**src/rtl/core/rbf_pkg.sv**
```systemverilog
// Package for the RGB bilateral filter: sizes, codes, sequencer states,
// shared structs and the spatial-offset helper.
// No dependencies.
package rbf_pkg;

  localparam int RADIUS        = 3;
  localparam int MAX_WIDTH     = 1024;
  localparam int RANGE_DEPTH   = 1024;

  localparam int DIAM          = 2 * RADIUS + 1;
  localparam int LINES         = 2 * RADIUS;
  localparam int NWIN          = DIAM * DIAM;
  localparam int CENTER        = RADIUS * DIAM + RADIUS;
  localparam int SPATIAL_DEPTH = 2 * RADIUS * RADIUS + 1;

  localparam int DW       = $clog2(DIAM);
  localparam int LW       = $clog2(LINES);
  localparam int CW       = $clog2(MAX_WIDTH);
  localparam int RANGE_AW = $clog2(RANGE_DEPTH);
  localparam int SIDX_W   = $clog2(SPATIAL_DEPTH);
  localparam int TIDX_W   = 10;
  localparam int ADDR_W   = (TIDX_W > RANGE_AW) ? TIDX_W : RANGE_AW;
  localparam int PIX_W    = 24;
  localparam int WT_W     = 16;
  localparam int DIST_W   = 18;
  localparam int WSUM_W   = $clog2(NWIN) + WT_W;
  localparam int CSUM_W   = WSUM_W + 8;
  localparam int NUM_W    = CSUM_W + 1;

  localparam logic [1:0] MODE_PIXEL        = 2'd0;
  localparam logic [1:0] MODE_LOAD_SPATIAL = 2'd1;
  localparam logic [1:0] MODE_LOAD_RANGE   = 2'd2;

  localparam logic [1:0] CFG_FRAME_WIDTH  = 2'd0;
  localparam logic [1:0] CFG_FRAME_HEIGHT = 2'd1;
  localparam logic [1:0] CFG_RANGE_SHIFT  = 2'd2;

  typedef enum logic [2:0] {
    ST_CLEAR,
    ST_IDLE,
    ST_READ,
    ST_SHIFT,
    ST_CALC,
    ST_DRAIN,
    ST_DIV,
    ST_OUT
  } state_e;

  typedef struct packed {
    logic              spat_we;
    logic              rng_we;
    logic [ADDR_W-1:0] addr;
    logic [WT_W-1:0]   data;
  } wload_t;

  typedef struct packed {
    logic              valid;
    logic              last;
    logic [PIX_W-1:0]  px;
    logic [SIDX_W-1:0] sidx;
  } issue_t;

  function automatic logic [SIDX_W-1:0] sq_off(logic [DW-1:0] a);
    logic [DW-1:0] d;
    if (a >= DW'(RADIUS)) d = a - DW'(RADIUS);
    else d = DW'(RADIUS) - a;
    return SIDX_W'(d) * SIDX_W'(d);
  endfunction

endpackage

```
**src/rtl/core/rbf_divider.sv**
```systemverilog
// Shared restoring divider: rounded channel means, one quotient bit a cycle,
// three channels in turn; zero weight sum gives the centre pixel.
// Depends on rbf_pkg.
module rbf_divider (
  input  logic                       clk_i,
  input  logic                       rst_ni,
  input  logic                       start_i,
  input  logic [rbf_pkg::WSUM_W-1:0] wsum_i,
  input  logic [rbf_pkg::CSUM_W-1:0] csum_i [3],
  input  logic [rbf_pkg::PIX_W-1:0]  centre_i,
  output logic [7:0]                 chan_o [3],
  output logic                       done_o
);

  logic                     busy_q, done_q;
  logic [1:0]               ch_q;
  logic [2:0]               bit_q;
  logic [rbf_pkg::NUM_W-1:0] rem_q, trial, rem_sub;
  logic [7:0]               quo_q;
  logic [7:0]               res_q [3];
  logic [7:0]               quo_d;

  function automatic logic [rbf_pkg::NUM_W-1:0] numer(logic [rbf_pkg::CSUM_W-1:0] s,
                                                     logic [rbf_pkg::WSUM_W-1:0] w);
    return rbf_pkg::NUM_W'({s, 1'b0}) + rbf_pkg::NUM_W'(w);
  endfunction

  always_comb begin
    trial   = rbf_pkg::NUM_W'({wsum_i, 1'b0}) << bit_q;
    rem_sub = rem_q;
    quo_d   = quo_q;
    if (rem_q >= trial) begin
      rem_sub      = rem_q - trial;
      quo_d[bit_q] = 1'b1;
    end
  end

  always_ff @(posedge clk_i or negedge rst_ni) begin
    if (!rst_ni) begin
      busy_q <= 1'b0;
      done_q <= 1'b0;
    end else begin
      done_q <= 1'b0;
      if (start_i) begin
        if (wsum_i == '0) done_q <= 1'b1;
        else busy_q <= 1'b1;
      end else if (busy_q && bit_q == 3'd0 && ch_q == 2'd2) begin
        busy_q <= 1'b0;
        done_q <= 1'b1;
      end
    end
  end

  always_ff @(posedge clk_i) begin
    if (start_i) begin
      ch_q  <= 2'd0;
      bit_q <= 3'd7;
      quo_q <= '0;
      rem_q <= numer(csum_i[0], wsum_i);
      if (wsum_i == '0) begin
        res_q[0] <= centre_i[23:16];
        res_q[1] <= centre_i[15:8];
        res_q[2] <= centre_i[7:0];
      end
    end else if (busy_q) begin
      if (bit_q == 3'd0) begin
        res_q[ch_q] <= quo_d;
        quo_q       <= '0;
        bit_q       <= 3'd7;
        ch_q        <= ch_q + 2'd1;
        rem_q       <= numer(csum_i[(ch_q == 2'd0) ? 1 : 2], wsum_i);
      end else begin
        quo_q <= quo_d;
        rem_q <= rem_sub;
        bit_q <= bit_q - 3'd1;
      end
    end
  end

  assign chan_o = res_q;
  assign done_o = done_q;

endmodule

```
**config.mk**
```make
export PLATFORM = sky130hd
export DESIGN_NAME = rbf_divider
export DESIGN_NICKNAME = d
export VERILOG_FILES = /design/src/rtl/core/rbf_pkg.sv /design/src/rtl/core/rbf_divider.sv
export SDC_FILE = /design/constraint.sdc
export NUM_CORES = 1
export LEC_CHECK = 0
export BUFFER_PORTS_ARGS = -buffer_cell sky130_fd_sc_hd__buf_2
export CAP_MARGIN = 20
export CORE_MARGIN = 2
export CORE_UTILIZATION = 57
export DETAILED_ROUTE_END_ITERATION = 16
export GPL_TIMING_DRIVEN = 0
export PLACE_DENSITY_LB_ADDON = 0.12
export SYNTH_ARGS = -nofsm -noshare
export SYNTH_HDL_FRONTEND = slang
export SYNTH_SLANG_ARGS = --single-unit
```
**constraint.sdc**
```tcl
create_clock -name clk_i -period 5.2 [get_ports clk_i]
set_input_delay 1.04 -clock clk_i [delete_from_list [all_inputs] [get_ports clk_i]]
set_output_delay 1.04 -clock clk_i [all_outputs]
set_load 0.005 [all_outputs]
```
==> results of run 1 <==
==> layout make-up <==
type	instances	share of cell area
timing repair buffer	164	0.0873
clock buffer	9	0.0233
multi-input combinational	849	0.626
tap	184	0.0238
buffer	45	0.0196
sequential	70	0.203
inverter	28	0.0109
clock inverter	7	0.00635
==> Yosys cell counts, types with 5 or more instances <==
master      n
mux4_2     12
buf_2       5
a32oi_1     5
mux2_2     24
o31ai_1     5
o21a_1      9
a31o_2      7
o211ai_1   13
edfxtp_1   55
o21ai_0    70
a31oi_1    12
xor2_1     33
a211oi_1   22
nand3_1    18
clkbuf_1   32
nor3_1     14
and3_1      8
a21oi_1   108
nand2_1   119
nand4_1    17
buf_1       7
mux2i_1    32
nor4_1      8
nor2b_1    16
or3_1       9
a21o_1     25
a22oi_1     7
ha_1       77
nor2_1     57
xnor2_1    42
dfxtp_1    13
nand2b_1   17
inv_1      26
o21bai_1   11
==> flip-flops by register name, summed over array words and instances, names as in the netlist <==
name,count
rem_q,31
ch_q,2
done_o,1
busy_q,1
quo_q,8
bit_q,3
chan_o,24
==> worst min path at each step <==
| stage | start | to | slack, ns | depth (start not counted) |
|---|---|---|---|---|
| floorplan | quo_q[6] | quo_q[6] | 0.43 | 2 |
| global placement | quo_q[3] | quo_q[3] | 0.44 | 2 |
| detailed placement | quo_q[6] | quo_q[6] | 0.44 | 2 |
| CTS | quo_q[1] | quo_q[1] | 0.46 | 2 |
| global route | rst_ni | done_o | 0.47 | 1 |
| finish | quo_q[1] | quo_q[1] | 0.46 | 2 |
==> cell families after synthesis <==
family | count (synthesis)
flip-flops | 70
adder cells (fa/ha/maj) | 79
AND/OR/NAND/NOR | 299
buffers and inverters | 74
AO/OA/AOI/OAI | 328
XOR/XNOR | 75
multiplexers | 68
==> power groups by stage <==
| stage | clock network [W] | registers, W | logic, W |
|---|---|---|---|
| 4_1_cts | 0.000615 | 0.000860 | 0.00235 |
| 2_1_floorplan | 0 | 0.000847 | 0.00180 |
| 3_5_place_dp | 0 | 0.000871 | 0.00233 |
| 3_3_place_gp | 0 | 0.000871 | 0.00230 |
| 5_1_grt | 0.000637 | 0.000872 | 0.00266 |
| 6_report | 0.000621 | 0.000862 | 0.00240 |
==> critical path: stages (launching register included) <==
cell and delay [ns]:
dfxtp_1 0.31, clkbuf_1 0.42, buf_1 0.54, mux2i_1 0.29, a21oi_1 0.13, mux2i_1 0.25, ha_1 0.27, clkbuf_1 0.17
a21oi_1 0.20, o211ai_1 0.11, nor3_1 0.35, o21ai_1 0.14, a31oi_1 0.47, o31ai_2 0.22, and2_4 0.22, a21oi_1 0.35
o21ai_0 0.15
==> routing by layer <==
layer	up-vias	wire length [µm]	GRT usage
met3	79	2690	0.0765
met4	0	1060	0.147
met1	3971	10800	0.440
met5	-	0	0
li1	4097	-	-
met2	410	11700	0.524
==> metrics by stage <==
stage	area (µm²)	instances	setup TNS, ns
5_1_grt	9660	1356	0
3_5_place_dp	9370	1341	-1.29
4_1_cts	9660	1357	0
6_report	9660	1356	0
3_3_place_gp	9340	1340	-11.05
2_1_floorplan	8300	993	0
==> timing repair <==
action / CTS / global route
setup endpoints to repair: 26 / 60
gates cloned: 0 / 0
hold buffers: 0 / 0
gates resized for setup: 3 / 3
==> impl_metrics.yaml, run 1 <==
setup_path:
  end_kind: "flip-flop"
  reg2reg_from: "bit_q[1]"
  crit_path_end: "chan_o[11]"
  crit_start: "bit_q[1]"
  ff2ff_path_depth: 16
  crit_path_start_kind: "flip-flop"
  critical_path_class: "flip-flop to flip-flop"
  reg2reg_slack_ns: 0.32
  cp_data_arrival_time_ns: 4.96
  required_ns: 5.28
  critPathMaxFanout: 10
  r2r_end: "chan_o[11]"
grt:
  grt_max_degree: 21
  grt_remaining_overflow: 0
  grt_pass1_vias: 7925
  grt_pass1_wl_mm: 41.2
  antenna_found_initial: 0
  grt_use_total: 0.334
timing:
  fin_crit_ns: 4.88
  rsz0062_at_grt: "no"
  finalSetupViolCount: 0
  finalHoldViolations: 0
  fmax_mhz: 205
  tightest_slew_ns: 0.911
  slew_headroom: 0.393
  clock_skew_ns: 0.00832
  timing.final.crit_share: 0.938
  drv_slew: 0
  worst_slack_ns: 0.325
  timing.hold.ws_ns: 0.459
final_layout:
  drive_above_1_share: 0.208
  final_cell_mix: "171 x buf_2, 118 x nand2_1, 108 x a21oi_1"
  ff_latch_area_um2: 1960
  multiInputGateArea_um2: 6040
  nNetsFinal: 1385
  synthToLayoutAreaGrowth_pct: 16.4
  n_fill_cell: 1277
  final_common_cell: "buf_2"
  utilization: 0.672
  num_antenna_cells: 0
yosys:
  syn_nets: 1211
  yosys.area.top_type_share: 0.199
  ys_seq_area_frac: 0.237
  synth_top_family_by_area: "compound AO/OA/AOI/OAI gates"
  synthSimpleGateAreaFrac: 0.170
  yosys.cell_types.count: 68
  netlist_area_um2: 8300
  synth_edf_count: 55
  synth_adder_area_share: 0.121
  post_synth.cell_area_avg_um2: 8.35
  synth_xor_area_frac: 0.0792
  synth_ff_type: "edfxtp_1"
  synthCells: 993
  yosysTopAreaCell: "edfxtp_1"
  ys_ff_latch: 70
  yosys_warnings: 0
  ys_top_cells_by_area: "edfxtp_1 20%, ha_1 12%, a21oi_1 6.5%"
  yosys-mux-area-fraction: 0.104
  synthArstFlopShare: 0.0286
  synth_compound_area_frac: 0.255
clock_network:
  postCtsSetupBuffers: 0
  cts.sinks: 70
  cts_root_buf: "clkbuf_16"
  cts_buffer_depth: 2
  cts_tree: "yes"
  htreeDepth: 3
  path_clk_slew_ns: 0.07
  cts_made_buffers: 9
  insertion_delay_ns: 0.35
placement:
  hpwl_mm: 20.7
  dp_slack_ns: -0.217
  place_congestion: 0.974
  portBuffers: 163
route:
  ant_nets: 0
  vias: 8557
  drt-total-wl_mm: 26.3
  route.detailed.drc: 0
  firstDrtPassIters: 6
  wl_per_cell_um: 19.4
  avgViaCountPerCell: 6.31
  drt_iter0_drc: 830
min_path:
  hp-class: "flip-flop to flip-flop"
die:
  die_y_um: 125
  core_um2: 14400
  dieArea_um2: 15500
  die_w_um: 125
  initial_utilization: 0.577
  row_count: 44
  pin_count: 164
power_and_ir_drop:
  swShare: 0.452
  p_int_w: 0.00213
  power.net_switching_w: 0.00176
  peakVddDrop_v: 0.000204
  power.density_nw_per_um2: 402
  pwr-share-comb: 0.618
  seqPwrFrac: 0.222
  power_w: 0.00388
  leakagePower_nw: 4.23
  pwr-share-clk: 0.160
outcome:
  status: "complete, no violations"
run:
  maxCapViolations: 0
No activity file was read; power rests on OpenSTA's default activity.
==> run 2, diff against run 1 <==
--- a/config.mk
+++ b/config.mk
@@ -6,12 +6,12 @@
 export NUM_CORES = 1
 export LEC_CHECK = 0
 export BUFFER_PORTS_ARGS = -buffer_cell sky130_fd_sc_hd__buf_2
-export CAP_MARGIN = 20
 export CORE_MARGIN = 2
 export CORE_UTILIZATION = 57
 export DETAILED_ROUTE_END_ITERATION = 16
 export GPL_TIMING_DRIVEN = 0
 export PLACE_DENSITY_LB_ADDON = 0.12
+export SLEW_MARGIN = 20
 export SYNTH_ARGS = -nofsm -noshare
 export SYNTH_HDL_FRONTEND = slang
 export SYNTH_SLANG_ARGS = --single-unit
==> constraint.sdc (replaced) <==
create_clock -name clk_i -period 5.2 [get_ports clk_i]
set_input_delay 0.26 -clock clk_i [delete_from_list [all_inputs] [get_ports clk_i]]
set_output_delay 0.26 -clock clk_i [all_outputs]
set_load 0.005 [all_outputs]
==> run 2 against run 1 <==
  * Cell area fell by 0.13%
  * Sequential power is essentially flat
  * Die area stayed put
  * Clock-buffer cell count is the same
  * Clock power is essentially flat
  * Register-to-register slack is essentially flat
  * Global-route usage fell by 0.24 points
  * Highest routed layer unchanged
==> impl_metrics.yaml, run 2 (synthesized netlist as in run 1, its figures left out) <==
timing:
  fin_crit_ns: 4.87
  setup_tns_ns: 0
  drv_slew: 0
  tightest_slew_ns: 0.857
  clock_skew_ns: 0.00694
  finalHoldViolations: 0
  finalSetupViolCount: 0
  slew_headroom: 0.429
  fmax_mhz: 205
  rsz0062_at_grt: "no"
  timing.final.crit_share: 0.937
placement:
  hpwl_mm: 20.5
  portBuffers: 163
  place_congestion: 0.974
power_and_ir_drop:
  power_w: 0.00388
  peakVddDrop_v: 0.000192
  power.density_nw_per_um2: 403
  leakagePower_nw: 4.23
die:
  initial_utilization: 0.577
  pin_count: 164
  core_um2: 14400
  die_y_um: 125
  dieArea_um2: 15500
  row_count: 44
  die_w_um: 125
final_layout:
  nNetsFinal: 1385
  final_common_cell: "buf_2"
  num_antenna_cells: 0
  synthToLayoutAreaGrowth_pct: 16.3
  utilization: 0.671
  regMostFlops: "rem_q"
  final_cell_mix: "170 x buf_2, 118 x nand2_1, 108 x a21oi_1"
  largest_reg_flops: 31
  drive_above_1_share: 0.207
grt:
  grt_use_total: 0.331
  antenna_found_initial: 0
  grt_pass1_wl_mm: 41.0
  grt_remaining_overflow: 0
  grt_pass1_vias: 7897
  grt_max_degree: 31
route:
  avgViaCountPerCell: 6.32
  routed.top_layer: "met4"
  wl_met2_mm: 12.0
  ant_nets: 0
  drt_iter0_drc: 814
  m1WireLength_mm: 11.1
  firstDrtPassIters: 6
  wl_per_cell_um: 19.4
  drt-total-wl_mm: 26.3
  wl_met3_mm: 2.36
  route.detailed.drc: 0
  vias: 8567
clock_network:
  cts_tree: "yes"
  insertion_delay_ns: 0.35
  cts_buffer_depth: 2
  cts_root_buf: "clkbuf_16"
  htreeDepth: 3
  cts.sinks: 70
  postCtsSetupBuffers: 0
  cts_made_buffers: 9
  path_clk_slew_ns: 0.07
run:
  maxCapViolations: 0
setup_path:
  r2r_end: "chan_o[3]"
  cp_data_arrival_time_ns: 4.96
  crit_path_end: "chan_o[3]"
  reg2reg_from: "bit_q[1]"
  required_ns: 5.28
  critical_path_class: "flip-flop to flip-flop"
  crit_start: "bit_q[1]"
  ff2ff_path_depth: 15
  critPathMaxFanout: 10
  reg2reg_slack_ns: 0.33
  end_kind: "flip-flop"
  crit_path_start_kind: "flip-flop"
outcome:
  status: "complete, no violations"
min_path:
  hp-class: "input port to flip-flop"
==> run 2: layer usage <==
| metal | track usage | up-vias |
|---|---|---|
| met3 | 0.0567 | 70 |
| met2 | 0.535 | 400 |
| li1 | - | 4101 |
| met1 | 0.447 | 3996 |
| met5 | 0 | - |
| met4 | 0.121 | 0 |
==> run 2: layout make-up <==
cell class | instances | area [µm²]
multi-input combinational | 849 | 6050
fill | 1276 | 4720
sequential | 70 | 1960
timing repair buffer | 164 | 826
tap | 184 | 230
clock buffer | 9 | 225
buffer | 45 | 189
inverter | 28 | 105
clock inverter | 7 | 61.3
==> run 2: worst max-delay path, stage by stage, from the launching register on <==
cell and delay (ns):
dfxtp_1 0.31, clkbuf_1 0.42, buf_1 0.53, mux2i_1 0.18
o21ai_0 0.32, nand2_1 0.13, ha_1 0.37, o2111ai_1 0.13
a31oi_1 0.19, nor3_1 0.43, o21ai_1 0.13, a31oi_1 0.48
o31ai_2 0.23, and2_4 0.23, a21oi_1 0.34, o21ai_0 0.18
==> run 2: worst min path at each step <==
stage                       from         end  slack (ns)  depth (start not counted)
floorplan                 rst_ni      busy_q       -0.04                          0
global placement          rst_ni      done_o        0.05                          1
detailed placement        rst_ni      done_o        0.06                          1
CTS                 centre_i[23]  chan_o[23]        0.19                          3
global route         centre_i[6]   chan_o[6]        0.20                          3
finish              centre_i[18]  chan_o[18]        0.19                          3
==> run 2: what timing repair did <==
action	in CTS	in global routing
hold buffers	1	0
gates resized for setup	2	4
setup endpoints to repair	7	63
hold endpoints to repair	2	0
pin swaps	0	0
==> run 2: through the flow <==
stage	setup WS, ns	instances	cell area [µm²]	hold slack, ns
2_1_floorplan	0.849	993	8300	-0.0356
3_3_place_gp	-0.353	1340	9340	0.0538
3_5_place_dp	-0.235	1340	9340	0.0567
4_1_cts	0.00609	1357	9640	0.189
5_1_grt	0.0218	1356	9650	0.201
6_report	0.325	1356	9650	0.190
==> run 2: where the power goes <==
group	switching [W]	internal, W	total (W)
logic	0.00142	0.000983	0.00240
clock network	0.000291	0.000333	0.000624
registers	0.0000599	0.000802	0.000861
